File: src/hdl/cdq_pkg.sv
// ----------------------------------------------------------------------------
// cdq_pkg
// shared constants for the circular deque with cursors
// ----------------------------------------------------------------------------
package cdq_pkg;

    localparam int DEPTH_DEF      = 64;
    localparam int DATA_WIDTH_DEF = 32;

    localparam int KIND_W  = 3;
    localparam int VALUE_W = 32;
    localparam int ITEM_W  = 32;

    localparam logic [KIND_W-1:0] KIND_PUT_FRONT   = 3'd0;
    localparam logic [KIND_W-1:0] KIND_PUT_END     = 3'd1;
    localparam logic [KIND_W-1:0] KIND_FWD_RESTART = 3'd2;
    localparam logic [KIND_W-1:0] KIND_NEXT        = 3'd3;
    localparam logic [KIND_W-1:0] KIND_BACK_RESTART = 3'd4;
    localparam logic [KIND_W-1:0] KIND_PRIOR       = 3'd5;

endpackage

File: src/hdl/cdq_ram.sv
// ----------------------------------------------------------------------------
// cdq_ram
// generic single-write, single-read ram with registered read data
// ----------------------------------------------------------------------------
module cdq_ram #(
    parameter int WIDTH = cdq_pkg::DATA_WIDTH_DEF,
    parameter int DEPTH = cdq_pkg::DEPTH_DEF,
    parameter int ADDR_W = (DEPTH > 1) ? $clog2(DEPTH) : 1
) (
    input  logic              i_clk,
    input  logic              i_we,
    input  logic [ADDR_W-1:0] i_waddr,
    input  logic [WIDTH-1:0]  i_wdata,
    input  logic [ADDR_W-1:0] i_raddr,
    output logic [WIDTH-1:0]  o_rdata
);

    logic [WIDTH-1:0] r_mem [DEPTH];
    logic [WIDTH-1:0] r_rdata;

    always_ff @(posedge i_clk) begin
        if (i_we) begin
            r_mem[i_waddr] <= i_wdata;
        end
        r_rdata <= r_mem[i_raddr];
    end

    assign o_rdata = r_rdata;

endmodule

File: src/hdl/circular_deque_with_cursors.sv
// ----------------------------------------------------------------------------
// circular_deque_with_cursors
// ring-buffer deque with a forward and a backward cursor
// ----------------------------------------------------------------------------
// One request is taken every clock cycle (busy stays low); its result appears
// on the o_ ports with o_valid in the cycle after start, set by the
// registered read port of the element ram. Results cannot be held off, so the
// receiver must capture every cycle in which o_valid is high. Pointers, count
// and cursor flags live in registers; elements live in one ram of DEPTH
// entries that needs no clearing after reset.
module circular_deque_with_cursors #(
    parameter int DEPTH      = cdq_pkg::DEPTH_DEF,
    parameter int DATA_WIDTH = cdq_pkg::DATA_WIDTH_DEF,
    parameter int CNT_W      = $clog2(DEPTH + 1)
) (
    input  logic                        i_clk,
    input  logic                        i_rst_n,
    input  logic                        start,
    input  logic [cdq_pkg::KIND_W-1:0]  i_kind,
    input  logic [cdq_pkg::VALUE_W-1:0] i_value,
    output logic                        busy,
    output logic                        o_valid,
    output logic [cdq_pkg::ITEM_W-1:0]  o_item_out,
    output logic                        o_finished,
    output logic [CNT_W-1:0]            o_count,
    output logic                        o_empty_get,
    output logic                        o_full_drop
);

    localparam int ADDR_W = (DEPTH > 1) ? $clog2(DEPTH) : 1;
    localparam int SUM_W  = CNT_W + 1;
    localparam logic [ADDR_W-1:0] LAST_A = ADDR_W'(DEPTH - 1);
    localparam logic [SUM_W-1:0]  DEPTH_S = SUM_W'(DEPTH);

    logic [ADDR_W-1:0] r_head, n_head;
    logic [CNT_W-1:0]  r_count, n_count;
    logic [ADDR_W-1:0] r_fwd, n_fwd;
    logic              r_fwd_on, n_fwd_on;
    logic [ADDR_W-1:0] r_back, n_back;
    logic              r_back_on, n_back_on;

    logic              r_valid;
    logic              r_rd, n_rd;
    logic              r_fin, n_fin;
    logic [CNT_W-1:0]  r_cnt_out;
    logic              r_emp, n_emp;
    logic              r_full, n_full;

    logic              w_take;
    logic              w_we;
    logic [ADDR_W-1:0] w_waddr;
    logic [ADDR_W-1:0] w_raddr;
    logic [DATA_WIDTH-1:0] w_wdata;
    logic [DATA_WIDTH-1:0] w_rdata;
    logic [63:0]       w_value_ext;
    logic signed [63:0] w_item_ext;

    logic [SUM_W-1:0]  w_tail_s;
    logic [SUM_W-1:0]  w_last_s;
    logic [ADDR_W-1:0] w_tail;
    logic [ADDR_W-1:0] w_last;
    logic [ADDR_W-1:0] w_head_dec;
    logic [ADDR_W-1:0] w_fwd_inc;
    logic [ADDR_W-1:0] w_back_dec;
    logic              w_is_full;
    logic              w_is_empty;

    assign busy   = 1'b0;
    assign w_take = start && !busy;

    assign w_value_ext = {{(64 - cdq_pkg::VALUE_W){1'b0}}, i_value};
    assign w_wdata     = w_value_ext[DATA_WIDTH-1:0];

    // ring arithmetic, sums stay below twice the depth
    assign w_tail_s = SUM_W'(r_head) + SUM_W'(r_count);
    assign w_last_s = w_tail_s - SUM_W'(1);
    assign w_tail   = (w_tail_s >= DEPTH_S) ? ADDR_W'(w_tail_s - DEPTH_S)
                                            : ADDR_W'(w_tail_s);
    assign w_last   = (w_last_s >= DEPTH_S) ? ADDR_W'(w_last_s - DEPTH_S)
                                            : ADDR_W'(w_last_s);

    assign w_head_dec = (r_head == '0) ? LAST_A : r_head - ADDR_W'(1);
    assign w_fwd_inc  = (r_fwd == LAST_A) ? '0 : r_fwd + ADDR_W'(1);
    assign w_back_dec = (r_back == '0) ? LAST_A : r_back - ADDR_W'(1);

    assign w_is_full  = (r_count == CNT_W'(DEPTH));
    assign w_is_empty = (r_count == '0);

    always_comb begin
        n_head    = r_head;
        n_count   = r_count;
        n_fwd     = r_fwd;
        n_fwd_on  = r_fwd_on;
        n_back    = r_back;
        n_back_on = r_back_on;
        n_rd      = 1'b0;
        n_fin     = 1'b0;
        n_emp     = 1'b0;
        n_full    = 1'b0;
        w_we      = 1'b0;
        w_waddr   = w_tail;
        w_raddr   = r_fwd;
        unique case (i_kind)
            cdq_pkg::KIND_PUT_FRONT: begin
                if (w_is_full) begin
                    n_full = 1'b1;
                end else begin
                    n_head  = w_head_dec;
                    w_waddr = w_head_dec;
                    w_we    = w_take;
                    n_count = r_count + CNT_W'(1);
                end
            end
            cdq_pkg::KIND_PUT_END: begin
                if (w_is_full) begin
                    n_full = 1'b1;
                end else begin
                    w_waddr = w_tail;
                    w_we    = w_take;
                    n_count = r_count + CNT_W'(1);
                end
            end
            cdq_pkg::KIND_FWD_RESTART: begin
                n_fwd_on = 1'b0;
            end
            cdq_pkg::KIND_NEXT: begin
                if (w_is_empty) begin
                    n_emp = 1'b1;
                end else begin
                    n_fwd    = (!r_fwd_on || r_fwd == w_last) ? r_head : w_fwd_inc;
                    n_fwd_on = 1'b1;
                    n_rd     = 1'b1;
                    n_fin    = (n_fwd == w_last);
                    w_raddr  = n_fwd;
                end
            end
            cdq_pkg::KIND_BACK_RESTART: begin
                n_back_on = 1'b0;
            end
            cdq_pkg::KIND_PRIOR: begin
                if (w_is_empty) begin
                    n_emp = 1'b1;
                end else begin
                    n_back    = (!r_back_on || r_back == r_head) ? w_last : w_back_dec;
                    n_back_on = 1'b1;
                    n_rd      = 1'b1;
                    n_fin     = (n_back == r_head);
                    w_raddr   = n_back;
                end
            end
            default: begin
            end
        endcase
    end

    always_ff @(posedge i_clk) begin
        if (!i_rst_n) begin
            r_head    <= '0;
            r_count   <= '0;
            r_fwd     <= '0;
            r_fwd_on  <= 1'b0;
            r_back    <= '0;
            r_back_on <= 1'b0;
            r_valid   <= 1'b0;
        end else begin
            r_valid <= w_take;
            if (w_take) begin
                r_head    <= n_head;
                r_count   <= n_count;
                r_fwd     <= n_fwd;
                r_fwd_on  <= n_fwd_on;
                r_back    <= n_back;
                r_back_on <= n_back_on;
            end
        end
    end

    always_ff @(posedge i_clk) begin
        if (w_take) begin
            r_rd      <= n_rd;
            r_fin     <= n_fin;
            r_cnt_out <= n_count;
            r_emp     <= n_emp;
            r_full    <= n_full;
        end
    end

    cdq_ram #(
        .WIDTH  (DATA_WIDTH),
        .DEPTH  (DEPTH),
        .ADDR_W (ADDR_W)
    ) u_ram (
        .i_clk   (i_clk),
        .i_we    (w_we),
        .i_waddr (w_waddr),
        .i_wdata (w_wdata),
        .i_raddr (w_raddr),
        .o_rdata (w_rdata)
    );

    assign w_item_ext = 64'(signed'(w_rdata));

    assign o_valid     = r_valid;
    assign o_item_out  = r_rd ? w_item_ext[cdq_pkg::ITEM_W-1:0] : '0;
    assign o_finished  = r_fin;
    assign o_count     = r_cnt_out;
    assign o_empty_get = r_emp;
    assign o_full_drop = r_full;

endmodule

File: config.mk
export PLATFORM = sky130hd
export DESIGN_NAME = circular_deque_with_cursors
export DESIGN_NICKNAME = d
export VERILOG_FILES = /design/src/hdl/cdq_pkg.sv /design/src/hdl/cdq_ram.sv /design/src/hdl/circular_deque_with_cursors.sv
export SDC_FILE = /design/constraint.sdc
export NUM_CORES = 2
export LEC_CHECK = 0
export ABC_AREA = 1
export BUFFER_PORTS_ARGS = -buffer_cell sky130_fd_sc_hd__buf_2
export CORE_UTILIZATION = 63
export CTS_CLUSTER_SIZE = 8
export DETAILED_ROUTE_END_ITERATION = 10
export PLACE_DENSITY_LB_ADDON = 0.05
export RECOVER_POWER = 100
export SYNTH_ARGS = -nofsm -noshare
export SYNTH_HDL_FRONTEND = slang
export SYNTH_HIERARCHICAL = 1
export SYNTH_SLANG_ARGS = --single-unit
File: constraint.sdc
create_clock -name i_clk -period 6.8 [get_ports i_clk]
set_input_delay 0.34 -clock i_clk [delete_from_list [all_inputs] [get_ports i_clk]]
set_output_delay 0.34 -clock i_clk [all_outputs]
set_load 0.1 [all_outputs]
Word level (Yosys, flattened, before mapping)
Memory sizes are Yosys's and may differ from the RTL's. A register that Yosys moved wholly into a read port is not among the register bits.
Index checks and enable logic that the tools add are counted.
{"block": "word_totals", "wordCells": 83, "reg_bits": 39, "in_bits": 38, "ram_bits": 2048, "mem_count": 1}
{"block": "classes", "n_lt_le_gt_ge": 2, "muxes": 28, "bitwise": 2, "n_eq_ne": 13, "add_sub_neg": 8, "n_reduce_logical": 17}
{"name": "u_ram.r_mem", "depth": 64, "width": 32, "read_ports": 1, "rd_ports_with_merged_regs": 1, "write_ports": 1, "line_no": "cdq_ram.sv:18", "text": "logic [WIDTH-1:0] r_mem [DEPTH];"}
{"cell": "$mux W6", "count": 11}
{"cell": "$mux W32", "count": 1}
{"cell": "$eq A6 B6 Y1", "count": 4}
{"cell": "$sub A6 B1 Y6 const B", "count": 4}
{"cell": "$ge A8 B7 Y1 const B", "count": 2}
{"cell": "$mux W7", "count": 2}
{"cell": "$logic_not A6 Y1", "count": 2}
{"cell": "$pmux W6 S2", "count": 1}
{"cell": "$reduce_and A3 Y1", "count": 4}
{"cell": "$mux W1", "count": 10}
{"cell": "$add A6 B7 Y8", "count": 1}
{"cell": "$sub A8 B1 Y8 const B", "count": 1}
{"cell": "$add A7 B1 Y7 const B", "count": 1}
{"cell": "$eq A7 B7 Y1 const B", "count": 1}
{"cell": "$logic_not A7 Y1", "count": 1}
{"cell": "$add A6 B1 Y6 const B", "count": 1}
{"cell": "$eq A3 B2 Y1 const B", "count": 2}
{"cell": "$eq A3 B3 Y1 const B", "count": 2}
{"cell": "$eq A6 B6 Y1 const B", "count": 1}
{"cell": "$pmux W1 S2", "count": 3}
{"cell": "$ne A2 B2 Y1 const B", "count": 2}
{"cell": "$reduce_bool A2 Y1", "count": 2}
{"cell": "$reduce_or A2 Y1", "count": 2}
{"cell": "$eq A3 B1 Y1 const B", "count": 1}
{"cell": "other kinds (5)", "count": 8}

Longest topological paths before layout
{"block": "depth", "ltp_word": 10, "ltp_mapped": 33}

By module
The synthesis kept the hierarchy.
{"module": "cdq_ram", "cells_per_inst": 6769, "n_inst": 1, "area_per_inst_um2": 82738.1}
{"module": "circular_deque_with_cursors", "cells_per_inst": 567, "n_inst": 1, "area_per_inst_um2": 3449.6}

Worst setup path after synthesis
Ideal clock, no wire load.
{"block": "synth_timing", "path_type": "register -> register", "start": "register r_count[0]", "end": "memory u_ram/r_mem[48][0] in the netlist's numbering (enable)", "setup_slack_ns": 1.150, "path_stages_with_launch": 11, "period_less_slack_ns": 5.650, "arrival_ns": 5.147, "n_path_buf": 0, "cell_sequence": "dfxtp_1 ha_1 inv_1 fa_1 inv_1 nand3_1 nand3_1 nand2_1 o21ai_0 nand4_1 nor4_1"}
{"block": "synth_between", "elab_chain_len": 5}
{"item": "from (decl)", "line_no": "circular_deque_with_cursors.sv:36", "text": "logic [CNT_W-1:0] r_count, n_count;"}
{"item": "from (signal assigned)", "line_no": "circular_deque_with_cursors.sv:169", "text": "r_count <= n_count;"}
{"item": "$add A6 B7 Y8", "line_no": "circular_deque_with_cursors.sv:75", "text": "assign w_tail_s = SUM_W'(r_head) + SUM_W'(r_count);"}
{"item": "$ge A8 B7 Y1 / $sub A6 B1 Y6 (equally long branches)", "line_no": "circular_deque_with_cursors.sv:77", "text": "assign w_tail = (w_tail_s >= DEPTH_S) ? ADDR_W'(w_tail_s - DEPTH_S)"}
{"item": "$mux W6", "line_no": "circular_deque_with_cursors.sv:77"}
{"item": "$mux W6", "line_no": "circular_deque_with_cursors.sv:105", "text": "if (w_is_full) begin"}
{"item": "$mux W6 *"}
{"item": "named net w_waddr[4]", "line_no": "circular_deque_with_cursors.sv:51", "text": "logic [ADDR_W-1:0] w_waddr;"}
{"item": "to (decl)", "line_no": "cdq_ram.sv:18"}
The timed path passes the listed nets; every way through them passes the cells marked *.

Final worst setup path
{"block": "layout_timing", "start": "register r_head[0]", "end": "memory u_ram/r_mem[30][14] in the netlist's numbering (enable)"}
{"block": "layout_between", "elab_chain_len": 5}
{"item": "from (decl)", "line_no": "circular_deque_with_cursors.sv:35", "text": "logic [ADDR_W-1:0] r_head, n_head;"}
{"item": "from (signal assigned)", "line_no": "circular_deque_with_cursors.sv:168", "text": "r_head <= n_head;"}
{"item": "$add A6 B7 Y8", "line_no": "circular_deque_with_cursors.sv:75"}
{"item": "$ge A8 B7 Y1 / $sub A6 B1 Y6 (equally long branches)", "line_no": "circular_deque_with_cursors.sv:77"}
{"item": "$mux W6", "line_no": "circular_deque_with_cursors.sv:77"}
{"item": "$mux W6", "line_no": "circular_deque_with_cursors.sv:105"}
{"item": "$mux W6 *"}
{"item": "named net w_waddr[4]", "line_no": "circular_deque_with_cursors.sv:51"}
Marked as above.

==> flow_metrics.py <==
metrics = {
    "logic_synthesis": {
        "yosys.area.top_type": "edfxtp_1",
        "syn_inst": 7336,
        "synth-seq-cells": 2119,
        "synth_area_sq_um": 86200,
        "postSynthAreaPerCell_sq_um": 11.7,
        "synth_ff_type": "edfxtp_1",
        "synth.most_common_cell": "nand2_1",
        "ys_seq_area_share_pct": 73.1,
        "ys_types": 44,
        "synth.area.top_cells": "edfxtp_1 (72%), nand3_1 (11%), nand2_1 (10%)",
        "synth_warnings": 6,
        "synth_top_area_share_pct": 71.7,
        "yosys-top-cells-count": "nand2_1 (2377), edfxtp_1 (2059), nand3_1 (1965)",
        "syn_nets": 7388,
        "async_flop_share_pct": 0,
        "synth_enable_flop_cells": 2059,
    },
    "setup_path": {
        "startpoint_type": "register",
        "cp-end-kind": "register",
        "worstPathMaxFanout": 19,
        "cp_common_cell": "nand3_1",
        "cp_data_arrival_time_ns": 6.60,
        "crit_required_ns": 7.31,
        "worstPathCellList": "ha_1 -> inv_1 -> fa_1 -> inv_1 -> nand3_1 -> nand3_1 -> nand2_1 -> o21ai_0 -> nand3_1 -> nor2_1 -> clkbuf_2",
        "max_stage_delay_ns": 1.60,
        "timing.rr.start": "r_head[0]$_SDFFE_PN0P_",
        "crit_type": "reg -> reg",
        "slowest_stage": "nor2_1",
        "startpoint": "r_head[0]$_SDFFE_PN0P_",
    },
    "sta": {
        "hold_viol": 0,
        "slew_viol_final": 2668,
        "rsz0062_at_grt": "no",
        "timing.fmax_mhz": 164,
        "tns_ns": 0,
        "relSlewSlack_pct": -121,
        "post-route-min-period_ns": 6.08,
        "setup-violations-final": 0,
        "finalClockSkew_ns": 0.0402,
        "finalCritPeriodShare_pct": 89.5,
        "max_slew.worst_pin.slew_ns": 3.31,
    },
    "floorplanning": {
        "die_h_um": 372,
        "pin_count": 82,
        "dieArea_sq_um": 138000,
        "placementRows": 135,
        "die_x_um": 372,
        "initial_core_util_pct": 63.5,
        "core_sq_um": 136000,
    },
    "clock_network": {
        "clk_latency_ns": 0.91,
        "path_clk_slew_ns": 0.05,
        "clockBufferDepth": 4,
        "cts_made_buffers": 315,
        "cts.sinks": 2119,
        "ctsHtreeMaxLevel": 5,
        "cts_tree": "done",
        "root_buffer": "clkbuf_16",
        "cts_resized": 0,
    },
    "power": {
        "seq_power_share_pct": 46.3,
        "switchingPower_uw": 7820,
        "p_sw_share_pct": 24.7,
        "p_leak_uw": 0.0347,
        "clkPwrFrac_pct": 43.6,
        "p_int_uw": 23800,
        "p_per_area_nw_per_um2": 327,
        "ir_worst_vdd_v": 0.000283,
        "combinationalPowerShare_pct": 10.1,
    },
    "finish": {
        "syn_to_final_growth_pct": 12.4,
        "drive_gt1_share_pct": 7.05,
        "fin_util_pct": 71.4,
        "nets": 7509,
        "n_antenna_cell": 0,
    },
    "flow_run": {
        "cap_violations": 68,
    },
    "drt": {
        "routed_wl_um": 242000,
        "drtIter0Drc": 8348,
        "viasPerCell": 6.31,
        "post_drt_wl_per_cell_um": 25.8,
        "route.detailed.drc": 0,
        "drtPass1Iterations": 9,
        "vias": 59091,
        "ant_nets": 0,
    },
    "hold_path": {
        "min-delay-start": "i_rst_n",
        "hold_class": "in -> reg",
    },
    "global_routing": {
        "grt_pass1_wl_um": 357000,
        "antenna_found_initial": 2,
        "grt.total_usage_pct": 35.1,
        "grt_pass1_vias": 55766,
        "grt_max_degree": 160,
        "grt_overflow_total": 0,
    },
    "run_status": {
        "violations": "max-capacitance violations, max-slew violations",
        "status": "complete, but fails checks",
    },
    "placement": {
        "globalplace.congestion": 0.883,
        "io_buffers": 80,
        "dp_hpwl_um": 128000,
    },
}
metal layers:
layer  up-vias  track usage [%]  routed length, um
met5         -                0                 11
met2      3703             53.5             111000
met1     28714             50.4              93000
li1      26147                -                  -
met4         2             13.5               8710
met3       525             6.84              28700
layout make-up:
type	instances	area [sq um]
fill	9242	38800
multi-input combinational	4622	20500
inverter	129	522
timing repair buffer	270	1920
clock inverter	8	72.6
clock buffer	440	8540
sequential	2119	63000
tap	1781	2230
timing repair:
action                                 in CTS  in global routing
endpoints found under the hold margin      26                  0
hold buffers                                7                  0
setup buffers                               0                  0
path summary, 6_finish.rpt:
check / to / slack [ns] / depth (start not counted)
setup / recovery: u_ram/r_mem[30][14]$_DFFE_PP_ / 0.72 / 11
hold / removal: r_head[3]$_SDFFE_PN0P_ / 0.34 / 4
setup reg to reg: u_ram/r_mem[30][14]$_DFFE_PP_ / 0.72 / 11
hold reg to reg: r_back_on$_SDFFE_PN0P_ / 0.49 / 2
state kept, by name, summed over array words and instances (netlist names):
name and flops:
r_count 7, o_full_drop 1, o_finished 1, r_fwd_on 1, o_count 7, r_head 6
o_empty_get 1, r_back 6, o_valid 1, r_rd 1, u_ram/r_mem 2048, u_ram/o_rdata 32
r_fwd 6, r_back_on 1
per-stage QoR:
step	total power [uW]	instances	setup WS, ns	hold slack [ns]	area (sq um)
floorplan	16800	7336	1.15	0.439	86200
global placement	18000	8914	1.19	0.466	88900
CTS	31700	9369	1.13	0.0611	97600
detailed placement	18000	8914	1.15	0.473	88900
global route	32500	9369	0.343	0.351	96800
finish	31600	9369	0.716	0.345	96800
layout by cell type, fill, tap and decap left out, drive strengths merged:
master | synthesis | final
xnor2 | 2 | 2
inv | 129 | 133
a31oi | 4 | 4
o21ai | 46 | 46
clkinv | 0 | 4
o31ai | 1 | 1
edfxtp | 2059 | 2059
ha | 13 | 13
o211ai | 1 | 1
conb | 1 | 1
or2 | 3 | 3
nand4 | 13 | 13
buf | 378 | 115
nand3b | 3 | 3
dfxtp | 60 | 60
nor3b | 1 | 1
a211oi | 3 | 3
o221ai | 1 | 1
nor2 | 106 | 106
xor2 | 8 | 8
a22oi | 3 | 3
nand2 | 2388 | 2388
a21oi | 26 | 26
dlygate4sd3 | 0 | 7
nor4 | 11 | 11
fa | 1 | 1
o21a | 1 | 1
o32ai | 4 | 4
nand3 | 1971 | 1971
o22ai | 1 | 1
clkbuf | 88 | 588
nor3 | 10 | 10
kinds of logic (layout without fill, tap and decap cells):
logic type                 after synthesis  in the layout  synth area share [%]
AOI/OAI and AO/OA                       91             91                 0.588
other                                    1              1               0.00435
and+or+nand+nor                       4506           4506                  22.7
adders and majority gates               14             14                 0.212
xor gates and xnor gates                10             10                 0.110
buffers and inverters                  595            847                  3.27
DFF                                   2119           2119                  73.1
power by group through the flow:
| stage | Sequential, uW | Combinational, uW | Clock [uW] |
|---|---|---|---|
| finish | 14700 | 3200 | 13800 |
| global route | 14600 | 3450 | 14400 |
| detailed placement | 14900 | 3180 | 0 |
| CTS | 14600 | 3200 | 13900 |
| floorplan | 14800 | 2050 | 0 |
| global placement | 14900 | 3150 | 0 |
critical path: cells and delay by family (launching register included):
kind | cells | cell delay (ns)
compound gates | 1 | 1.04
fa+ha+maj | 2 | 0.63
buf+inv | 3 | 1.04
flops | 1 | 0.45
simple gates | 5 | 2.50
Note: power is estimated with default switching activity, not from simulation.
